<file path="src/sv/bhx_pkg.sv">
// shared types, codes and alphabet lookup for the binhex character decoder
// no dependencies
package bhx_pkg;

    localparam logic [1:0] ST_DECODED     = 2'd0;
    localparam logic [1:0] ST_NO_COLON    = 2'd1;
    localparam logic [1:0] ST_BAD_CHAR    = 2'd2;

    localparam logic [7:0] CHAR_CR        = 8'h0d;
    localparam logic [7:0] CHAR_LF        = 8'h0a;
    localparam logic [7:0] CHAR_COLON     = 8'h3a;
    localparam logic [7:0] RUN_MARK       = 8'h90;

    typedef struct packed {
        logic       valid;
        logic [5:0] sextet;
    } sextet_t;

    function automatic sextet_t sextet_lookup(input logic [7:0] ch);
        sextet_t    res;
        logic [7:0] diff;
        res.valid = 1'b1;
        case (ch) inside
            [8'h21:8'h2d]: diff = ch - 8'h21;
            [8'h30:8'h36]: diff = ch - 8'h23;
            [8'h38:8'h39]: diff = ch - 8'h24;
            [8'h40:8'h4e]: diff = ch - 8'h2a;
            [8'h50:8'h56]: diff = ch - 8'h2b;
            [8'h58:8'h5b]: diff = ch - 8'h2c;
            [8'h60:8'h66]: diff = ch - 8'h30;
            [8'h68:8'h6d]: diff = ch - 8'h31;
            [8'h70:8'h72]: diff = ch - 8'h33;
            default: begin
                diff      = 8'h00;
                res.valid = 1'b0;
            end
        endcase
        res.sextet = diff[5:0];
        return res;
    endfunction

endpackage

</file>
<file path="src/sv/binhex_char_decoder_top.sv">
// binhex character decoder: one character per transfer in, at most one result out
// a result is registered and presented in the cycle after its character transfer
// throughput: one character per cycle unless m_ready stalls; output frees when it is taken
// reset: synchronous active-low aresetn clears the parser state and the output valid
// depends on bhx_pkg
module binhex_char_decoder_top
    import bhx_pkg::*;
(
    input  logic       aclk,
    input  logic       aresetn,
    input  logic       s_valid,
    output logic       s_ready,
    input  logic [7:0] s_char_code,
    output logic       m_valid,
    input  logic       m_ready,
    output logic [1:0] m_status,
    output logic [7:0] m_byte_value,
    output logic [7:0] m_repeat_count
);

    logic       line_seen_reg, line_seen_next;
    logic       started_reg, started_next;
    logic       halted_reg, halted_next;
    logic [1:0] phase_reg, phase_next;
    logic [5:0] leftover_reg, leftover_next;
    logic       run_pending_reg, run_pending_next;
    logic [7:0] prev_byte_reg, prev_byte_next;

    logic       m_valid_reg, m_valid_next;
    logic [1:0] status_reg;
    logic [7:0] byte_value_reg;
    logic [7:0] repeat_reg;

    logic       s_fire;
    logic       emit;
    logic [1:0] emit_status;
    logic [7:0] emit_byte;
    logic [7:0] emit_count;
    sextet_t    lookup;
    logic [7:0] packed_byte;

    assign s_ready = !m_valid_reg || m_ready;
    assign s_fire  = s_valid && s_ready;
    assign lookup  = sextet_lookup(s_char_code);

    always_comb begin
        case (phase_reg)
            2'd1:    packed_byte = {leftover_reg, lookup.sextet[5:4]};
            2'd2:    packed_byte = {leftover_reg[3:0], lookup.sextet[5:2]};
            2'd3:    packed_byte = {leftover_reg[1:0], lookup.sextet};
            default: packed_byte = 8'h00;
        endcase
    end

    always_comb begin
        line_seen_next   = line_seen_reg;
        started_next     = started_reg;
        halted_next      = halted_reg;
        phase_next       = phase_reg;
        leftover_next    = leftover_reg;
        run_pending_next = run_pending_reg;
        prev_byte_next   = prev_byte_reg;
        emit             = 1'b0;
        emit_status      = ST_DECODED;
        emit_byte        = 8'h00;
        emit_count       = 8'h00;
        if (s_fire && !halted_reg) begin
            if (s_char_code == CHAR_CR || s_char_code == CHAR_LF) begin
                line_seen_next = 1'b1;
            end else if (line_seen_reg) begin
                if (!started_reg && s_char_code != CHAR_COLON) begin
                    halted_next = 1'b1;
                    emit        = 1'b1;
                    emit_status = ST_NO_COLON;
                end else if (s_char_code != CHAR_COLON) begin
                    if (!lookup.valid) begin
                        halted_next = 1'b1;
                        emit        = 1'b1;
                        emit_status = ST_BAD_CHAR;
                    end else begin
                        leftover_next = lookup.sextet;
                        phase_next    = phase_reg + 2'd1;
                        if (phase_reg != 2'd0) begin
                            if (run_pending_reg) begin
                                run_pending_next = 1'b0;
                                if (packed_byte == 8'h00) begin
                                    prev_byte_next = RUN_MARK;
                                    emit           = 1'b1;
                                    emit_byte      = RUN_MARK;
                                    emit_count     = 8'd1;
                                end else if (packed_byte != 8'd1) begin
                                    emit       = 1'b1;
                                    emit_byte  = prev_byte_reg;
                                    emit_count = packed_byte - 8'd1;
                                end
                            end else if (packed_byte == RUN_MARK) begin
                                run_pending_next = 1'b1;
                            end else begin
                                prev_byte_next = packed_byte;
                                emit           = 1'b1;
                                emit_byte      = packed_byte;
                                emit_count     = 8'd1;
                            end
                        end
                    end
                end else begin
                    started_next = 1'b1;
                end
            end
        end
    end

    always_comb begin
        m_valid_next = m_valid_reg;
        if (s_fire) begin
            m_valid_next = emit;
        end else if (m_ready) begin
            m_valid_next = 1'b0;
        end
    end

    always_ff @(posedge aclk) begin
        if (!aresetn) begin
            line_seen_reg   <= 1'b0;
            started_reg     <= 1'b0;
            halted_reg      <= 1'b0;
            phase_reg       <= 2'd0;
            leftover_reg    <= 6'd0;
            run_pending_reg <= 1'b0;
            prev_byte_reg   <= 8'h00;
            m_valid_reg     <= 1'b0;
        end else begin
            line_seen_reg   <= line_seen_next;
            started_reg     <= started_next;
            halted_reg      <= halted_next;
            phase_reg       <= phase_next;
            leftover_reg    <= leftover_next;
            run_pending_reg <= run_pending_next;
            prev_byte_reg   <= prev_byte_next;
            m_valid_reg     <= m_valid_next;
        end
    end

    // result payload, loaded on a transfer that yields a result
    always_ff @(posedge aclk) begin
        if (s_fire && emit) begin
            status_reg     <= emit_status;
            byte_value_reg <= emit_byte;
            repeat_reg     <= emit_count;
        end
    end

    assign m_valid        = m_valid_reg;
    assign m_status       = status_reg;
    assign m_byte_value   = byte_value_reg;
    assign m_repeat_count = repeat_reg;

endmodule

</file>
<file path="config.mk">
export PLATFORM = sky130hd
export DESIGN_NAME = binhex_char_decoder_top
export DESIGN_NICKNAME = d
export VERILOG_FILES = /design/src/sv/bhx_pkg.sv /design/src/sv/binhex_char_decoder_top.sv
export SDC_FILE = /design/constraint.sdc
export NUM_CORES = 1
export LEC_CHECK = 0
export BUFFER_PORTS_ARGS = -buffer_cell sky130_fd_sc_hd__buf_2
export CORE_ASPECT_RATIO = 0.75
export CORE_MARGIN = 10
export CORE_UTILIZATION = 65
export DETAILED_ROUTE_END_ITERATION = 6
export PLACE_DENSITY = 0.84
export SLEW_MARGIN = 20
export SYNTH_ARGS = -nofsm -noshare
export SYNTH_HDL_FRONTEND = slang
export SYNTH_SLANG_ARGS = --single-unit
</file>
<file path="constraint.sdc">
create_clock -name aclk -period 7.73 [get_ports aclk]
set_clock_uncertainty 0.15 [all_clocks]
set_input_delay 1.1595 -clock aclk [delete_from_list [all_inputs] [get_ports aclk]]
set_output_delay 1.1595 -clock aclk [all_outputs]
set_load 0.01 [all_outputs]
</file>
==> flow_metrics.tcl <==
set metrics [dict create \
    status "completed" \
    synth-compound-area-share_pct 30.7 \
    drc_errors 0 \
    ys.flop_type "dfxtp_1" \
    leakagePower_uw 0.00157 \
    drtIter0Drc 477 \
    antenna_found_initial 0 \
    synth_area_mm2 0.00384 \
    finalSetupViolations 0 \
    area_growth_syn_to_layout_pct 5.06 \
    nets 504 \
    num_rows 24 \
    dieArea_mm2 0.00941 \
    cap_violations 0 \
    rsz0062_at_grt "no" \
    die_w_um 109 \
    synth_nets 491 \
    end_kind "register" \
    synth-xor-area-share_pct 3.42 \
    grt_max_degree 30 \
    drv_slew 0 \
    fin_crit_sh_pct 79.1 \
    synth.avg_cell_area_um2 8.43 \
    holdBufCountCts 0 \
    core-area_mm2 0.00577 \
    antennaDiodeCount 0 \
    drtPass1Iterations 6 \
    synthMuxAreaShare_pct 1.70 \
    cts_made_buffers 5 \
    vias 3754 \
    dpl.hpwl_um 7930 \
    synth_top_family_by_area "compound AO/OA/AOI/OAI gates" \
    cp-startpoint "s_char_code[3]" \
    arrival_ns 6.01 \
    peakVddDrop_mv 0.115 \
    finalHoldViolCount 0 \
    grt_pass1_wl_um 16700 \
    clkTransAtPathRegs_ns 0.07 \
    p_per_area_mw_per_mm2 115 \
    root_buffer "clkbuf_8" \
    die_h_um 86.5 \
    synth_seq_cells 39 \
    max_slew_margin_pct 34.0 \
    wl_um 10400 \
    fin_crit_ns 6.11 \
    initial_core_util_pct 66.5 \
    drtAntennaViolNets 0 \
    yosysWarnings 0 \
    fin_setup_tns_ns 0 \
    fmax_ghz 0.164 \
    crit_required_ns 7.63 \
    hold_start "prev_byte_reg[3]" \
    layout.cells.non_filler 547 \
    reg2reg_from "phase_reg[1]" \
    post_cts_buffers 0 \
    ys_types 95 \
    clock_latency_ns 0.30 \
    cts_sinks 39 \
    numPortBuffers 31 \
    holdPathStages 2 \
    worstRegToRegCells 10 \
    critPathMaxFanout 29 \
    place_congestion 0.983 \
    cts_max_level 2 \
    grt.overflow.total 0 \
    synth-simple-area-share_pct 25.4 \
    cts_tree "yes" \
    grt_use_total_pct 21.7 \
    fin_util_pct 69.9 \
    netlist_instances 455 \
    pin_count 32 \
    synth-edff-count 18 \
    cts_resized 0 \
    tightest_slew_ns 0.988 \
    start_kind "input pin" \
    clk_path_buf_depth 2 \
    viasPerCell 6.86 \
    dpl.cell_count 539 \
    synthAdderAreaFrac_pct 7.83 \
    wl_per_cell_um 19.0 \
    grt_pass1_vias 3293 \
    hold_path.class "register to register" \
    ys_async_sr_fraction_pct 0 \
    crit_type "input pin to register" \
    ys_seq_area_share_pct 25.0 \
    layout-drive-gt1-share_pct 16.4 \
]
-- layout by cell type (no fill, tap or decap), drive strengths merged, types with 3 or more instances in the layout --
cell type,instances
nor2,53
nand2,33
buf,32
ha,24
a21oi,23
dfxtp,21
o21ai,21
inv,19
edfxtp,18
nor3,18
nand3,17
xnor2,14
a211oi,12
or3,9
nor2b,8
a21o,8
o211ai,7
o31ai,7
or2,7
nand2b,6
clkbuf,6
and3,5
and2,5
a31oi,5
mux2i,5
a221oi,5
a21boi,5
a22o,4
nand4,4
a22oi,4
o22ai,3
a222oi,3
a211o,3
o21a,3
-- worst max-delay path: stages --
cell	delay, ns
buf_2	0.42
inv_1	0.18
ha_1	0.24
a21o_2	0.21
a31o_2	0.26
a21boi_1	0.79
o21ai_0	0.30
a311o_1	0.44
o211a_1	0.13
nor3_1	0.30
nor2_1	0.12
inv_2	0.10
ha_1	0.23
nand4b_1	0.23
o31ai_1	0.33
o2bb2ai_2	0.15
nor2_1	0.16
buf_4	0.24
-- layout make-up --
| type | count | area (um^2) |
|---|---|---|
| clock buffer | 6 | 72.6 |
| clock inverter | 2 | 12.5 |
| fill | 459 | 1740 |
| inverter | 20 | 75.1 |
| multi-input combinational | 370 | 2650 |
| sequential | 39 | 961 |
| tap | 78 | 97.6 |
| timing repair buffer | 32 | 163 |
-- metal layers --
layer	vias to the layer above	track usage, %	wire length [um]
li1	1728	-	-
met1	1749	32.3	4570
met2	254	29.1	4200
met3	23	7.12	1490
met4	0	4.66	148
met5	-	0	0
-- through the flow --
| step | area (um^2) | hold slack (ns) | worst slack (ns) | total power (uW) |
|---|---|---|---|---|
| floorplan | 3840 | 0.279 | 2.08 | 303 |
| global placement | 3950 | 0.287 | 1.67 | 325 |
| detailed placement | 3950 | 0.297 | 1.53 | 326 |
| CTS | 4030 | 0.307 | 1.79 | 457 |
| global route | 4030 | 0.344 | 1.29 | 477 |
| finish | 4030 | 0.310 | 1.62 | 462 |
-- cells by family (layout without fill, tap and decap cells) --
group / count (synthesis) / count (layout)
compound gates: 144 / 144
flops: 39 / 39
xor+xnor: 15 / 15
fa+ha+maj: 24 / 24
simple gates: 181 / 181
mux: 6 / 6
buf+inv: 46 / 60
-- power breakdown --
part	leakage [uW]	switching, uW	internal (uW)
combinational	0.00115	72.4	40.3
clock	0.0000412	72.5	63.1
sequential	0.000378	0.0217	214
-- cells in the mapped netlist (6+ instances only) --
library cell | number | area, um^2
edfxtp_1 | 18 | 541
a21oi_1 | 21 | 105
nor3_1 | 16 | 80.1
xnor2_1 | 14 | 123
nor2b_1 | 7 | 43.8
buf_2 | 11 | 55.1
a211oi_1 | 9 | 67.6
o21ai_1 | 9 | 45.0
ha_1 | 24 | 300
nor2_1 | 51 | 191
nand2b_1 | 6 | 37.5
o21ai_0 | 12 | 60.1
o211ai_1 | 7 | 52.6
nand2_1 | 33 | 124
or3_1 | 9 | 56.3
dfxtp_1 | 21 | 420
inv_1 | 18 | 67.6
a21o_1 | 7 | 52.6
nand3_1 | 17 | 85.1
buf_4 | 7 | 52.6
-- final timing paths --
kind | end | slack, ns
worst max-delay path | m_repeat_count[5] | 1.62
worst min-delay path | prev_byte_reg[3] | 0.31
worst max register to register | m_repeat_count[5] | 4.33
worst min register to register | prev_byte_reg[3] | 0.31
No activity file was read; power rests on OpenSTA's default activity.
